File: config.mk
export PLATFORM = sky130hd
export DESIGN_NAME = terminal_key_sequence_decoder_unit
export DESIGN_NICKNAME = d
export VERILOG_FILES = /design/src/design/tksd_pkg.sv /design/src/design/tksd_decode.sv /design/src/design/terminal_key_sequence_decoder_unit.sv
export SDC_FILE = /design/constraint.sdc
export NUM_CORES = 1
export LEC_CHECK = 0
export BUFFER_PORTS_ARGS = -buffer_cell sky130_fd_sc_hd__clkbuf_2
export CELL_PAD_IN_SITES_DETAIL_PLACEMENT = 1
export CELL_PAD_IN_SITES_GLOBAL_PLACEMENT = 2
export CORE_MARGIN = 3
export CORE_UTILIZATION = 37
export CTS_CLUSTER_SIZE = 10
export DETAILED_ROUTE_END_ITERATION = 8
export PLACE_DENSITY = 0.91
export SYNTH_ARGS = -nofsm -noshare
export SYNTH_HDL_FRONTEND = slang
export SYNTH_HIERARCHICAL = 1
export SYNTH_SLANG_ARGS = --single-unit
File: constraint.sdc
create_clock -name clk -period 6.3 [get_ports clk]
set_input_delay 0.63 -clock clk [delete_from_list [all_inputs] [get_ports clk]]
set_output_delay 0.63 -clock clk [all_outputs]
set_load 0.05 [all_outputs]
File: src/design/tksd_pkg.sv
package tksd_pkg;

  // Position within a key prefix
  typedef enum logic [3:0] {
    ST_IDLE  = 4'd0,
    ST_ESC   = 4'd1,
    ST_CSI   = 4'd2,
    ST_1     = 4'd3,
    ST_1SEMI = 4'd4,
    ST_15    = 4'd5,
    ST_3     = 4'd6,
    ST_3SEMI = 4'd7,
    ST_35    = 4'd8,
    ST_4     = 4'd9,
    ST_EXT   = 4'd10
  } seq_state_t;

  typedef enum logic [3:0] {
    EV_NORMAL      = 4'd0,
    EV_ENTER       = 4'd1,
    EV_BACKSPACE   = 4'd2,
    EV_ALT_BS      = 4'd3,
    EV_UP          = 4'd4,
    EV_DOWN        = 4'd5,
    EV_LEFT        = 4'd6,
    EV_RIGHT       = 4'd7,
    EV_HOME        = 4'd8,
    EV_END         = 4'd9,
    EV_DELETE      = 4'd10,
    EV_CTRL_LEFT   = 4'd11,
    EV_CTRL_RIGHT  = 4'd12,
    EV_CTRL_DELETE = 4'd13
  } event_kind_t;

  localparam logic MODE_ANSI    = 1'b0;
  localparam logic MODE_CONSOLE = 1'b1;

  // Byte codes
  localparam logic [7:0] KEY_LF      = 8'd10;
  localparam logic [7:0] KEY_CR      = 8'd13;
  localparam logic [7:0] KEY_BS      = 8'd8;
  localparam logic [7:0] KEY_DEL     = 8'd127;
  localparam logic [7:0] KEY_ESC     = 8'd27;
  localparam logic [7:0] KEY_EXT     = 8'd224;
  localparam logic [7:0] KEY_LBRACK  = 8'h5B;
  localparam logic [7:0] KEY_TILDE   = 8'h7E;
  localparam logic [7:0] KEY_SEMI    = 8'h3B;
  localparam logic [7:0] KEY_DIGIT_1 = 8'h31;
  localparam logic [7:0] KEY_DIGIT_3 = 8'h33;
  localparam logic [7:0] KEY_DIGIT_4 = 8'h34;
  localparam logic [7:0] KEY_DIGIT_5 = 8'h35;
  localparam logic [7:0] KEY_A       = 8'h41;
  localparam logic [7:0] KEY_B       = 8'h42;
  localparam logic [7:0] KEY_C       = 8'h43;
  localparam logic [7:0] KEY_D       = 8'h44;
  localparam logic [7:0] KEY_F       = 8'h46;
  localparam logic [7:0] KEY_H       = 8'h48;
  localparam logic [7:0] KEY_EOI     = 8'd255;

  // Console scan codes after the extended prefix
  localparam logic [7:0] SCAN_UP     = 8'd72;
  localparam logic [7:0] SCAN_DOWN   = 8'd80;
  localparam logic [7:0] SCAN_LEFT   = 8'd75;
  localparam logic [7:0] SCAN_RIGHT  = 8'd77;
  localparam logic [7:0] SCAN_HOME   = 8'd71;
  localparam logic [7:0] SCAN_END    = 8'd79;
  localparam logic [7:0] SCAN_DELETE = 8'd83;

  typedef struct packed {
    logic        emit;
    event_kind_t kind;
    logic [7:0]  ch;
  } dec_res_t;

endpackage

File: src/design/tksd_decode.sv
module tksd_decode (
  input  tksd_pkg::seq_state_t state,
  input  logic                 mode,
  input  logic [7:0]           key_byte,
  input  logic                 eoi,
  output tksd_pkg::seq_state_t state_nxt,
  output tksd_pkg::dec_res_t   res
);

  tksd_pkg::event_kind_t kind;
  logic                  emit;

  // Next state: only prefix bytes move away from idle
  always_comb begin
    state_nxt = tksd_pkg::ST_IDLE;
    if (!eoi) begin
      unique case (state)
        tksd_pkg::ST_IDLE: begin
          if (mode == tksd_pkg::MODE_ANSI && key_byte == tksd_pkg::KEY_ESC)
            state_nxt = tksd_pkg::ST_ESC;
          else if (mode == tksd_pkg::MODE_CONSOLE && key_byte == tksd_pkg::KEY_EXT)
            state_nxt = tksd_pkg::ST_EXT;
        end
        tksd_pkg::ST_ESC: begin
          if (key_byte == tksd_pkg::KEY_LBRACK) state_nxt = tksd_pkg::ST_CSI;
        end
        tksd_pkg::ST_CSI: begin
          if (key_byte == tksd_pkg::KEY_DIGIT_1)      state_nxt = tksd_pkg::ST_1;
          else if (key_byte == tksd_pkg::KEY_DIGIT_3) state_nxt = tksd_pkg::ST_3;
          else if (key_byte == tksd_pkg::KEY_DIGIT_4) state_nxt = tksd_pkg::ST_4;
        end
        tksd_pkg::ST_1: begin
          if (key_byte == tksd_pkg::KEY_SEMI) state_nxt = tksd_pkg::ST_1SEMI;
        end
        tksd_pkg::ST_1SEMI: begin
          if (key_byte == tksd_pkg::KEY_DIGIT_5) state_nxt = tksd_pkg::ST_15;
        end
        tksd_pkg::ST_3: begin
          if (key_byte == tksd_pkg::KEY_SEMI) state_nxt = tksd_pkg::ST_3SEMI;
        end
        tksd_pkg::ST_3SEMI: begin
          if (key_byte == tksd_pkg::KEY_DIGIT_5) state_nxt = tksd_pkg::ST_35;
        end
        default: state_nxt = tksd_pkg::ST_IDLE;
      endcase
    end
  end

  // Event: anything that does not extend a prefix ends it
  always_comb begin
    emit = 1'b1;
    kind = tksd_pkg::EV_NORMAL;
    if (eoi) begin
      kind = (state == tksd_pkg::ST_IDLE) ? tksd_pkg::EV_ENTER : tksd_pkg::EV_NORMAL;
    end else begin
      unique case (state)
        tksd_pkg::ST_IDLE: begin
          priority if (key_byte == tksd_pkg::KEY_CR || key_byte == tksd_pkg::KEY_LF)
            kind = tksd_pkg::EV_ENTER;
          else if (key_byte == tksd_pkg::KEY_BS || key_byte == tksd_pkg::KEY_DEL)
            kind = tksd_pkg::EV_BACKSPACE;
          else if (mode == tksd_pkg::MODE_ANSI && key_byte == tksd_pkg::KEY_ESC)
            emit = 1'b0;
          else if (mode == tksd_pkg::MODE_CONSOLE && key_byte == tksd_pkg::KEY_EXT)
            emit = 1'b0;
          else
            kind = tksd_pkg::EV_NORMAL;
        end
        tksd_pkg::ST_ESC: begin
          if (key_byte == tksd_pkg::KEY_BS || key_byte == tksd_pkg::KEY_DEL)
            kind = tksd_pkg::EV_ALT_BS;
          else if (key_byte == tksd_pkg::KEY_LBRACK)
            emit = 1'b0;
        end
        tksd_pkg::ST_CSI: begin
          unique case (key_byte)
            tksd_pkg::KEY_A:       kind = tksd_pkg::EV_UP;
            tksd_pkg::KEY_B:       kind = tksd_pkg::EV_DOWN;
            tksd_pkg::KEY_C:       kind = tksd_pkg::EV_RIGHT;
            tksd_pkg::KEY_D:       kind = tksd_pkg::EV_LEFT;
            tksd_pkg::KEY_H:       kind = tksd_pkg::EV_HOME;
            tksd_pkg::KEY_F:       kind = tksd_pkg::EV_END;
            tksd_pkg::KEY_DIGIT_1,
            tksd_pkg::KEY_DIGIT_3,
            tksd_pkg::KEY_DIGIT_4: emit = 1'b0;
            default:               kind = tksd_pkg::EV_NORMAL;
          endcase
        end
        tksd_pkg::ST_1: begin
          if (key_byte == tksd_pkg::KEY_TILDE)     kind = tksd_pkg::EV_HOME;
          else if (key_byte == tksd_pkg::KEY_SEMI) emit = 1'b0;
        end
        tksd_pkg::ST_1SEMI: begin
          if (key_byte == tksd_pkg::KEY_DIGIT_5) emit = 1'b0;
        end
        tksd_pkg::ST_15: begin
          if (key_byte == tksd_pkg::KEY_D)      kind = tksd_pkg::EV_CTRL_LEFT;
          else if (key_byte == tksd_pkg::KEY_C) kind = tksd_pkg::EV_CTRL_RIGHT;
        end
        tksd_pkg::ST_3: begin
          if (key_byte == tksd_pkg::KEY_TILDE)     kind = tksd_pkg::EV_DELETE;
          else if (key_byte == tksd_pkg::KEY_SEMI) emit = 1'b0;
        end
        tksd_pkg::ST_3SEMI: begin
          if (key_byte == tksd_pkg::KEY_DIGIT_5) emit = 1'b0;
        end
        tksd_pkg::ST_35: begin
          if (key_byte == tksd_pkg::KEY_TILDE) kind = tksd_pkg::EV_CTRL_DELETE;
        end
        tksd_pkg::ST_4: begin
          if (key_byte == tksd_pkg::KEY_TILDE) kind = tksd_pkg::EV_END;
        end
        tksd_pkg::ST_EXT: begin
          unique case (key_byte)
            tksd_pkg::SCAN_UP:     kind = tksd_pkg::EV_UP;
            tksd_pkg::SCAN_DOWN:   kind = tksd_pkg::EV_DOWN;
            tksd_pkg::SCAN_LEFT:   kind = tksd_pkg::EV_LEFT;
            tksd_pkg::SCAN_RIGHT:  kind = tksd_pkg::EV_RIGHT;
            tksd_pkg::SCAN_HOME:   kind = tksd_pkg::EV_HOME;
            tksd_pkg::SCAN_END:    kind = tksd_pkg::EV_END;
            tksd_pkg::SCAN_DELETE: kind = tksd_pkg::EV_DELETE;
            default:               kind = tksd_pkg::EV_NORMAL;
          endcase
        end
        default: kind = tksd_pkg::EV_NORMAL;
      endcase
    end
  end

  always_comb begin
    res.emit = emit;
    res.kind = kind;
    if (kind != tksd_pkg::EV_NORMAL) res.ch = 8'd0;
    else if (eoi)                    res.ch = tksd_pkg::KEY_EOI;
    else                             res.ch = key_byte;
  end

endmodule

File: src/design/terminal_key_sequence_decoder_unit.sv
// Keyboard key decoder. Each input request carries one raw byte (or an end-of-input
// flag in in_tuser) and yields at most one key event on the output: bytes that only
// extend an escape or extended prefix produce nothing. cfg_we/cfg_wdata select the
// mode (0 ANSI escape sequences, 1 console 224-prefixed scan codes); a write also
// drops any partial prefix and must only happen while the block is idle. A byte
// that breaks a sequence comes out as a normal event carrying that byte. Rate: one
// request per cycle, sustained while the output is not stalled; a byte is held in
// an input register, decoded against the prefix state there, and its event lands
// in the output register, which drives out_tvalid. The single prefix-state
// register, updated once per byte, is what bounds the rate.
module terminal_key_sequence_decoder_unit (
  input  logic       clk,
  input  logic       rst_n,
  input  logic       cfg_we,
  input  logic       cfg_wdata,    // decode_mode
  input  logic       in_tvalid,
  output logic       in_tready,
  input  logic [7:0] in_tdata,     // [7:0] key_byte
  input  logic       in_tuser,     // [0] end_of_input
  output logic       out_tvalid,
  input  logic       out_tready,
  output logic [7:0] out_tdata,    // [7:0] character
  output logic [3:0] out_tuser     // [3:0] event_kind
);

  // Input register
  logic       in_valid_r, in_valid_nxt;
  logic [7:0] in_byte_r;
  logic       in_eoi_r;

  // Prefix state and mode
  tksd_pkg::seq_state_t state_r, state_nxt, dec_state_nxt;
  logic                 mode_r;

  // Result register
  logic                  out_valid_r, out_valid_nxt;
  tksd_pkg::event_kind_t out_kind_r;
  logic [7:0]            out_char_r;

  tksd_pkg::dec_res_t dec_res;
  logic               out_free;
  logic               advance;
  logic               load_out;

  tksd_decode u_decode (
    .state     (state_r),
    .mode      (mode_r),
    .key_byte  (in_byte_r),
    .eoi       (in_eoi_r),
    .state_nxt (dec_state_nxt),
    .res       (dec_res)
  );

  // Result slot is free when empty or being drained this cycle
  assign out_free = !out_valid_r || out_tready;
  // Advance the held byte unless its event would overrun a stalled result
  assign advance  = in_valid_r && (!dec_res.emit || out_free);
  assign load_out = advance && dec_res.emit;
  assign in_tready = !in_valid_r || advance;

  assign in_valid_nxt  = (in_tvalid && in_tready) || (in_valid_r && !advance);
  assign out_valid_nxt = load_out || (out_valid_r && !out_tready);

  always_comb begin
    state_nxt = state_r;
    if (cfg_we)       state_nxt = tksd_pkg::ST_IDLE;   // drop partial prefix
    else if (advance) state_nxt = dec_state_nxt;
  end

  always_ff @(posedge clk) begin
    if (!rst_n) begin
      in_valid_r  <= 1'b0;
      out_valid_r <= 1'b0;
      state_r     <= tksd_pkg::ST_IDLE;
      mode_r      <= tksd_pkg::MODE_ANSI;
    end else begin
      in_valid_r  <= in_valid_nxt;
      out_valid_r <= out_valid_nxt;
      state_r     <= state_nxt;
      if (cfg_we) mode_r <= cfg_wdata;
    end
  end

  // Payload: capture on accept, hold otherwise
  always_ff @(posedge clk) begin
    if (in_tvalid && in_tready) begin
      in_byte_r <= in_tdata;
      in_eoi_r  <= in_tuser;
    end
    if (load_out) begin
      out_kind_r <= dec_res.kind;
      out_char_r <= dec_res.ch;
    end
  end

  assign out_tvalid = out_valid_r;
  assign out_tdata  = out_char_r;
  assign out_tuser  = out_kind_r;

`ifndef SYNTHESIS
  // Only normal events carry a character
  a_char_only_normal: assert property (@(posedge clk) disable iff (!rst_n)
    out_valid_r && out_kind_r != tksd_pkg::EV_NORMAL |-> out_char_r == 8'd0)
    else $error("non-normal event carries a character");

  // Console mode never walks the escape-sequence states
  a_console_states: assert property (@(posedge clk) disable iff (!rst_n)
    mode_r == tksd_pkg::MODE_CONSOLE |->
      state_r == tksd_pkg::ST_IDLE || state_r == tksd_pkg::ST_EXT)
    else $error("console mode in an escape state");

  // ANSI mode never sits on the extended prefix
  a_ansi_no_ext: assert property (@(posedge clk) disable iff (!rst_n)
    mode_r == tksd_pkg::MODE_ANSI |-> state_r != tksd_pkg::ST_EXT)
    else $error("ANSI mode in extended prefix state");

  // A mode write leaves the decoder idle
  a_cfg_idle: assert property (@(posedge clk) disable iff (!rst_n)
    cfg_we |=> state_r == tksd_pkg::ST_IDLE)
    else $error("prefix survived a mode write");

  // A held byte with a pending event never overwrites a stalled result
  a_no_overrun: assert property (@(posedge clk) disable iff (!rst_n)
    out_valid_r && !out_tready |-> !load_out)
    else $error("result overwritten while stalled");
`endif

endmodule
==> metrics.yaml, run 1 <==
status: "complete, no violations"
regArea_um2: 770.7
postCtsSetupRepairBufs: 0
routed_via_density: 5.821
fmax_mhz: 263.1
post_cts_resized: 0
synth_ff_type: "edfxtp_1"
fin_skew_ns: 0.004539
powerDensity_nw_per_um2: 194.0
peakVddDrop_mv: 0.1125
cp-end-kind: "primary output"
clock_latency_ns: 0.28
wl_um: 5290
period_minus_slack_ns: 3.800
layout.nets: 251
cap_violations: 0
clock-sinks: 28
avgRoutedWirePerCell_um: 17.52
layout_commonest_cell: "clkbuf_2"
vias: 1758
place_area_um2: 2102
timing.hold.ws_ns: 0.5224
crit_path_top_delay_cell: "edfxtp_1"
drv_slew: 0
grt-ovfl-total: 0
setup-tns-final_ns: 0
htreeDepth: 1
areaGrowthSynthToFinish_pct: 10.43
num_rows: 25
async_flop_share: 0
grt_start_max_net_pins: 27
synthesis.instances: 221
die_w_um: 78.94
fin_crit_sh: 0.6032
syn-num-nets: 236
dp_hpwl_um: 3882
grt_use_total: 0.1715
drt-initial-drc-count: 134
nFillCells: 605
ys_ff_latch: 28
crit_path_max_fanout: 19
cts_buffers: 3
syn_area_um2: 1968
gp_congestion: 0.9388
start_util: 0.3982
multi_input_comb_area_um2: 1070
start_kind: "register"
cts_buffer_depth: 2
ys.warnings.count: 6
path_cells: "nand2_1 > or4_1 > nor3b_1 > o22ai_1 > a211oi_1 > nand2_1 > nand2_1 > or2_4 > clkbuf_2"
antenna_found_initial: 0
first_pass_iters: 4
grt_pass1_vias: 1666
grt_first_pass_wirelength_um: 8404
die_h_um: 78.94
relSlewSlack: 0.3601
worst_pin_slew_ns: 0.9564
hp-class: "in -> reg"
drive_gt1_frac: 0.1787
critPathMaxStageDelay_ns: 0.75
die-area_um2: 6231
port_buffers: 28
hold_viol_final: 0
ys_seq_area_frac: 0.3916
p_total_uw: 421.7
arrival_ns: 3.17
clockRootBuffer: "clkbuf_8"
fin_area_um2: 2173
synth_edf_count: 21
setup_viol: 0
diodes: 0
path_clk_slew_ns: 0.10
mostFrequentLayoutCells: "28 x clkbuf_2, 27 x nor2_1, 25 x nand2_1, 21 x edfxtp_1"
ctsHoldBuffers: 0
final_util: 0.4397
crit_path_frequent_cell: "nand2_1"
pin_count: 29
cts_tree: "yes"
rsz0062_at_grt: "no"
required_ns: 5.67
criticalPathCategory: "reg -> out"
postRouteAntennaNets: 0
drc_errors: 0
avgSynthCellArea_um2: 8.906
core_area_um2: 4942
leakage_uw: 0.0008176
yosysUniqueCellTypes: 60
metal layers:
| layer | track usage | up-vias | part of all wire |
|---|---|---|---|
| met5 | 0 | - | 0 |
| met4 | 0.07560 | 0 | 0.024 |
| met3 | 0.01927 | 10 | 0.051 |
| met2 | 0.2818 | 62 | 0.46 |
| met1 | 0.2276 | 838 | 0.47 |
| li1 | - | 848 | - |
metrics by stage:
stage,setup WS [ns],cells
finish,2.500,302
global route,2.212,302
CTS,2.601,302
detailed placement,2.693,298
global placement,2.826,298
floorplan,3.253,221
state kept, by name, summed over array words and instances, names as in the netlist:
signal / flops
in_byte_r: 8
in_eoi_r: 1
in_valid_r: 1
mode_r: 1
out_tdata: 8
out_tuser: 4
out_tvalid: 1
state_r: 4
cell usage after synthesis, types with 2 or more instances:
library cell / count / share of area
nor4b_1: 3 / 0.013
a32oi_1: 2 / 0.0089
nand2_1: 25 / 0.048
a211oi_1: 2 / 0.0076
or4_1: 2 / 0.0076
o21ai_1: 2 / 0.0051
a21oi_1: 6 / 0.015
nand3b_1: 2 / 0.0076
nor2b_1: 8 / 0.025
dfxtp_1: 7 / 0.071
o2111ai_1: 2 / 0.0089
clkbuf_1: 6 / 0.011
o32ai_1: 4 / 0.018
a31oi_1: 2 / 0.0064
o21bai_1: 2 / 0.0076
nor4_1: 6 / 0.019
nor3_1: 4 / 0.010
nor3b_1: 4 / 0.015
buf_2: 8 / 0.020
inv_1: 8 / 0.015
a211o_1: 3 / 0.013
o21ai_0: 7 / 0.018
nor4bb_1: 3 / 0.015
nand3_1: 4 / 0.010
nor2_1: 27 / 0.051
buf_4: 2 / 0.0076
nand4_1: 5 / 0.016
nand2b_1: 3 / 0.0095
mux2i_1: 7 / 0.036
and4b_1: 2 / 0.010
xor2_1: 4 / 0.018
edfxtp_1: 21 / 0.32
layout make-up:
type,count,area share
well taps,67,0.03857
inverters,8,0.01382
repair buffers,29,0.06793
clock buffers,3,0.01900
clock inverters,1,0.01382
flip-flops and latches,28,0.3546
multi-input cells,166,0.4922
worst max-delay path: cells and delay by family, from the launching register on:
| family | cells | cell delay [ns] |
|---|---|---|
| simple gates | 6 | 1.51 |
| buf+inv | 1 | 0.27 |
| compound gates | 2 | 0.37 |
| flops | 1 | 0.75 |
path summary, 6_finish.rpt:
kind / slack [ns] / from / depth (start not counted) / endpoint
max reg2reg: 2.58 / in_byte_r[1]$_DFFE_PP_ / 9 / out_tuser[0]$_DFFE_PP_
min: 0.52 / in_tdata[3] / 1 / in_byte_r[3]$_DFFE_PP_
min reg2reg: 0.56 / mode_r$_SDFFE_PN0P_ / 2 / mode_r$_SDFFE_PN0P_
max: 2.50 / in_byte_r[1]$_DFFE_PP_ / 9 / in_tready
cell families (layout without fill, tap and decap cells):
| logic type | after synthesis | after routing | share of synthesized area |
|---|---|---|---|
| AO/OA/AOI/OAI | 47 | 47 | 0.1812 |
| buffers and inverters | 27 | 41 | 0.06484 |
| multiplexers | 7 | 7 | 0.03560 |
| AND/OR/NAND/NOR | 108 | 108 | 0.3090 |
| flip-flops | 28 | 28 | 0.3916 |
| XOR/XNOR | 4 | 4 | 0.01780 |
power by group:
part | switching (uW) | internal, uW
Clock | 58.2 | 85.1
Combinational | 36.0 | 19.1
Sequential | 15.0 | 208
Total | 109 | 313
Note: power is estimated with default switching activity, not from simulation.
==> inputs of run 2 (changes only) <==
--- a/config.mk
+++ b/config.mk
@@ -5,14 +5,15 @@
 export SDC_FILE = /design/constraint.sdc
 export NUM_CORES = 1
 export LEC_CHECK = 0
+export ABC_AREA = 1
 export BUFFER_PORTS_ARGS = -buffer_cell sky130_fd_sc_hd__clkbuf_2
 export CELL_PAD_IN_SITES_DETAIL_PLACEMENT = 1
 export CELL_PAD_IN_SITES_GLOBAL_PLACEMENT = 2
 export CORE_MARGIN = 3
-export CORE_UTILIZATION = 37
+export CORE_UTILIZATION = 32
 export CTS_CLUSTER_SIZE = 10
 export DETAILED_ROUTE_END_ITERATION = 8
-export PLACE_DENSITY = 0.91
+export PLACE_DENSITY = 0.86
 export SYNTH_ARGS = -nofsm -noshare
 export SYNTH_HDL_FRONTEND = slang
 export SYNTH_HIERARCHICAL = 1
==> constraint.sdc (replaced) <==
create_clock -name clk -period 3.7 [get_ports clk]
set_input_delay 0.37 -clock clk [delete_from_list [all_inputs] [get_ports clk]]
set_output_delay 0.37 -clock clk [all_outputs]
set_load 0.05 [all_outputs]
==> run 2 against run 1 <==
  * Flip-flop and latch count is the same
  * Via count grew 1.1%
  * Utilization shrank 5.0 points
  * Non-clock buffer count shrank 1
  * Routed wire length shrank 2.8%
  * Area after synthesis grew 0.32%
  * Power grew 67%
  * Clock skew grew 0.0013 ns
  * Die area grew 15%
  * Clock power grew 39%
  * Largest power group unchanged
==> metrics.yaml, run 2 <==
synthesis.instances: 272  # was 221
drc_errors: 0  # unchanged
nFillCells: 756  # was 605
routed_via_density: 4.764  # was 5.821
port_buffers: 28  # unchanged
die-area_um2: 7149  # was 6231 um^2
areaGrowthSynthToFinish_pct: 13.43  # was 10.43%
switchingPower_uw: 216.2  # was 109.2 uW
first_pass_iters: 4  # unchanged
synth_simple_gate_area_frac: 0.4202  # was 0.3090
start_kind: "register"  # unchanged
ctsHoldBuffers: 0  # unchanged
synthXorXnorAreaFrac: 0  # was 0.01780
hold_viol_final: 0  # unchanged
antenna_found_initial: 0  # unchanged
ys_seq_area_frac: 0.3904  # was 0.3916
synth_mux_area_frac: 0  # was 0.03560
yosysMostFrequentCell: "nand2_1"  # was nor2_1
layout_commonest_cell: "nand2_1"  # was clkbuf_2
seqPwrFrac: 0.532  # was 0.530
dpl_worst_slack_ns: 0.8038  # was 2.693 ns
holdPathStages: 1  # unchanged
path_cells: "inv_2 > nand2_1 > nor2_1 > nand4_1 > a221oi_1 > o2111ai_1 > nand4_1 > clkbuf_2"  # was nand2_1 > or4_1 > nor3b_1 > o22ai_1 > a211oi_1 > nand2_1 > nand2_1 > or2_4 > clkbuf_2
drive_gt1_frac: 0.2824  # was 0.1787
worstReg2RegEnd: "out_tdata[5]$_DFFE_PP_"  # was out_tuser[0]$_DFFE_PP_
synth_edf_count: 21  # unchanged
start_util: 0.3438  # was 0.3982
p_int_uw: 488.5  # was 312.5 uW
fin_crit_sh: 0.8113
post_cts_resized: 0  # unchanged
clockRootBuffer: "clkbuf_8"  # unchanged
leakage_uw: 0.001084  # was 0.0008176 uW
hp-class: "in -> reg"  # unchanged
gp_congestion: 0.8190  # was 0.9388
yosysUniqueCellTypes: 30  # was 60
use_met1: 0.1992  # was 0.2276
worst_pin_slew_ns: 0.6114  # was 0.9564 ns
grt_start_max_net_pins: 16  # was 27
die_w_um: 84.55  # was 78.94 um
cts_buffers: 3  # unchanged
ys_ff_latch: 28  # unchanged
arrival_ns: 2.63  # was 3.17 ns
mostFrequentLayoutCells: "52 x nand2_1, 48 x nor2_1, 37 x inv_1, 28 x clkbuf_2, 21 x edfxtp_1"  # was 28 x clkbuf_2, 27 x nor2_1, 25 x nand2_1, 21 x edfxtp_1
period_minus_slack_ns: 3.002
p_clk_frac: 0.282  # was 0.340
async_flop_share: 0  # unchanged
drv_slew: 0  # unchanged
criticalPathCategory: "reg -> out"  # unchanged
pin_count: 29  # unchanged
cap_violations: 0  # unchanged
layout.nets: 317  # was 251
vias: 1777  # was 1,758
ys.warnings.count: 6  # unchanged
grt_first_pass_wirelength_um: 8921  # was 8404 um
worstHoldStart: "in_tdata[1]"  # was in_tdata[3]
synth_top_family_by_area: "simple AND/OR/NAND/NOR gates"  # unchanged
met2_usage: 0.2719  # was 0.2818
path_buf_inv: 2  # was 1
grt-ovfl-total: 0  # unchanged
netSwitchingFraction: 0.3068  # was 0.2589
crit_path_max_fanout: 5  # was 19
peakVddDrop_mv: 0.1947  # was 0.1125 mV
cts_buffer_depth: 2  # unchanged
htreeDepth: 1  # unchanged
path_clk_slew_ns: 0.10  # about the same
reg2reg_slack_ns: 0.77  # was 2.58 ns
wl_um: 5142  # was 5290 um
syn-num-nets: 287  # was 236
final_util: 0.3900  # was 0.4397
cp-end-kind: "primary output"  # unchanged
synth_top_cell_by_area: "edfxtp_1"  # unchanged
rsz0062_at_grt: "no"  # unchanged
setup-tns-final_ns: 0  # unchanged
yosysTopAreaCellShare: 0.3194  # was 0.3204
synth_compound_area_frac: 0.08809  # was 0.1812
synth_common_cells: "52 x nand2_1, 48 x nor2_1, 37 x inv_1, 21 x edfxtp_1, 16 x nand3_1"  # was 27 x nor2_1, 25 x nand2_1, 21 x edfxtp_1
fmax_mhz: 333.1
r2r-start: "in_byte_r[2]$_DFFE_PP_"  # was in_byte_r[1]$_DFFE_PP_
crit_path_top_delay_cell: "edfxtp_1"  # unchanged
setup_viol: 0  # unchanged
clock-sinks: 28  # unchanged
avgSynthCellArea_um2: 7.259  # was 8.906 um^2
powerDensity_nw_per_um2: 314.7  # was 194.0 nW/um^2
synthAdderAreaFrac: 0  # unchanged
clock_latency_ns: 0.28  # about the same
grt_use_total: 0.1532  # was 0.1715
required_ns: 3.33  # was 5.67 ns
critPathMaxStageDelay_ns: 0.47  # was 0.75 ns
synth.area.top_cells: "edfxtp_1 32%, nand2_1 9.9%, nor2_1 9.1%"  # was edfxtp_1 32%, dfxtp_1 7.1%, nor2_1 5.1%
postRouteAntennaNets: 0  # unchanged
relSlewSlack: 0.5920  # was 0.3601
cts_tree: "yes"  # unchanged
syn_area_um2: 1974  # was 1968 um^2
reg2reg_depth: 9  # unchanged
met3_usage: 0.02453  # was 0.01927
fin_skew_ns: 0.005857  # was 0.004539 ns
whs_endpoint: "in_byte_r[1]$_DFFE_PP_"  # was in_byte_r[3]$_DFFE_PP_
dp_hpwl_um: 4248  # was 3882 um
busiest_layer: "met2"  # unchanged
die_h_um: 84.55  # was 78.94 um
crit_path_frequent_cell: "nand4_1"  # was nand2_1
cp_top_family: "simple AND/OR/NAND/NOR gates"  # unchanged
postCtsSetupRepairBufs: 0  # unchanged
diodes: 0  # unchanged
avgRoutedWirePerCell_um: 13.79  # was 17.52 um
synth_ff_type: "edfxtp_1"  # unchanged
core_area_um2: 5743  # was 4942 um^2
num_rows: 27  # was 25
status: "complete, no violations"  # unchanged
grt_pass1_vias: 1904  # was 1,666
combPwrFrac: 0.186  # was 0.131
drt-initial-drc-count: 48  # was 134
worst_slack_ns: 0.6980  # was 2.500 ns
## run 2: cell types whose count changed after synthesis, sizes merged, moves of 4 or more
cell	before	now
nand2	25	70
inv	8	48
nor2	27	66
nand3	4	19
buf	12	3
nor2b	8	0
clkbuf	7	0
mux2i	7	0
nor4	6	1
nand2b	4	0
nor3b	4	0
nor4b	4	0
o32ai	4	0
xor2	4	0
## run 2: through the flow
| step | std cells | hold slack, ns | area (um^2) | power, uW |
|---|---|---|---|---|
| 2_1_floorplan | 272 | 0.4635 | 1974 | 478.8 |
| 3_3_place_gp | 369 | 0.5257 | 2185 | 511.2 |
| 3_5_place_dp | 369 | 0.5493 | 2185 | 514.6 |
| 4_1_cts | 373 | 0.2481 | 2240 | 717.2 |
| 5_1_grt | 373 | 0.2438 | 2240 | 743.1 |
| 6_report | 373 | 0.2559 | 2240 | 704.7 |
## run 2: worst register-to-register path, delay by kind of cell (launching register included)
kind            cells  cell delay [ns]
buf+inv             2             0.57
simple gates        5             0.90
flops               1             0.47
compound gates      2             0.62
## run 2: logic make-up after synthesis
group                  Yosys count
flip-flops                      28
buffers and inverters           51
AND/OR/NAND/NOR                165
AO/OA/AOI/OAI                   28
## run 2: worst max path at each step
stage / startpoint / end / slack, ns / cells after the start
5_1_grt: in_byte_r[2]$_DFFE_PP_ / in_tready / 0.40 / 8
6_report: in_byte_r[2]$_DFFE_PP_ / in_tready / 0.70 / 8
3_5_place_dp: in_byte_r[2]$_DFFE_PP_ / out_tdata[2]$_DFFE_PP_ / 0.80 / 9
3_3_place_gp: in_byte_r[2]$_DFFE_PP_ / out_tdata[2]$_DFFE_PP_ / 0.95 / 9
2_1_floorplan: in_byte_r[6]$_DFFE_PP_ / in_byte_r[0]$_DFFE_PP_ / 1.11 / 12
4_1_cts: in_byte_r[2]$_DFFE_PP_ / in_tready / 0.69 / 8
## run 2: final cells by class
| cell class | count | area, um^2 | area share |
|---|---|---|---|
| multi-input combinational | 193 | 1003 | 0.4480 |
| inverter | 48 | 180.2 | 0.08045 |
| tap | 72 | 90.09 | 0.04022 |
| sequential | 28 | 770.7 | 0.3441 |
| timing repair buffer | 28 | 140.1 | 0.06257 |
| clock buffer | 4 | 55.05 | 0.02458 |
## run 2: layer usage
metal | vias to the layer above | part of all wire | wire length [um]
met3 | 2 | 0.028 | 143
li1 | 922 | - | -
met1 | 832 | 0.50 | 2559
met2 | 21 | 0.47 | 2414
met4 | 0 | 0.0049 | 25
met5 | - | 0 | 0
## run 2: power groups by stage
| stage | registers, uW | logic (uW) | clock network [uW] |
|---|---|---|---|
| finish | 375 | 131 | 199 |
| global route | 378 | 145 | 220 |
| CTS | 375 | 132 | 210 |
| detailed placement | 383 | 132 | 0 |
| global placement | 381 | 130 | 0 |
| floorplan | 406 | 73.0 | 0 |
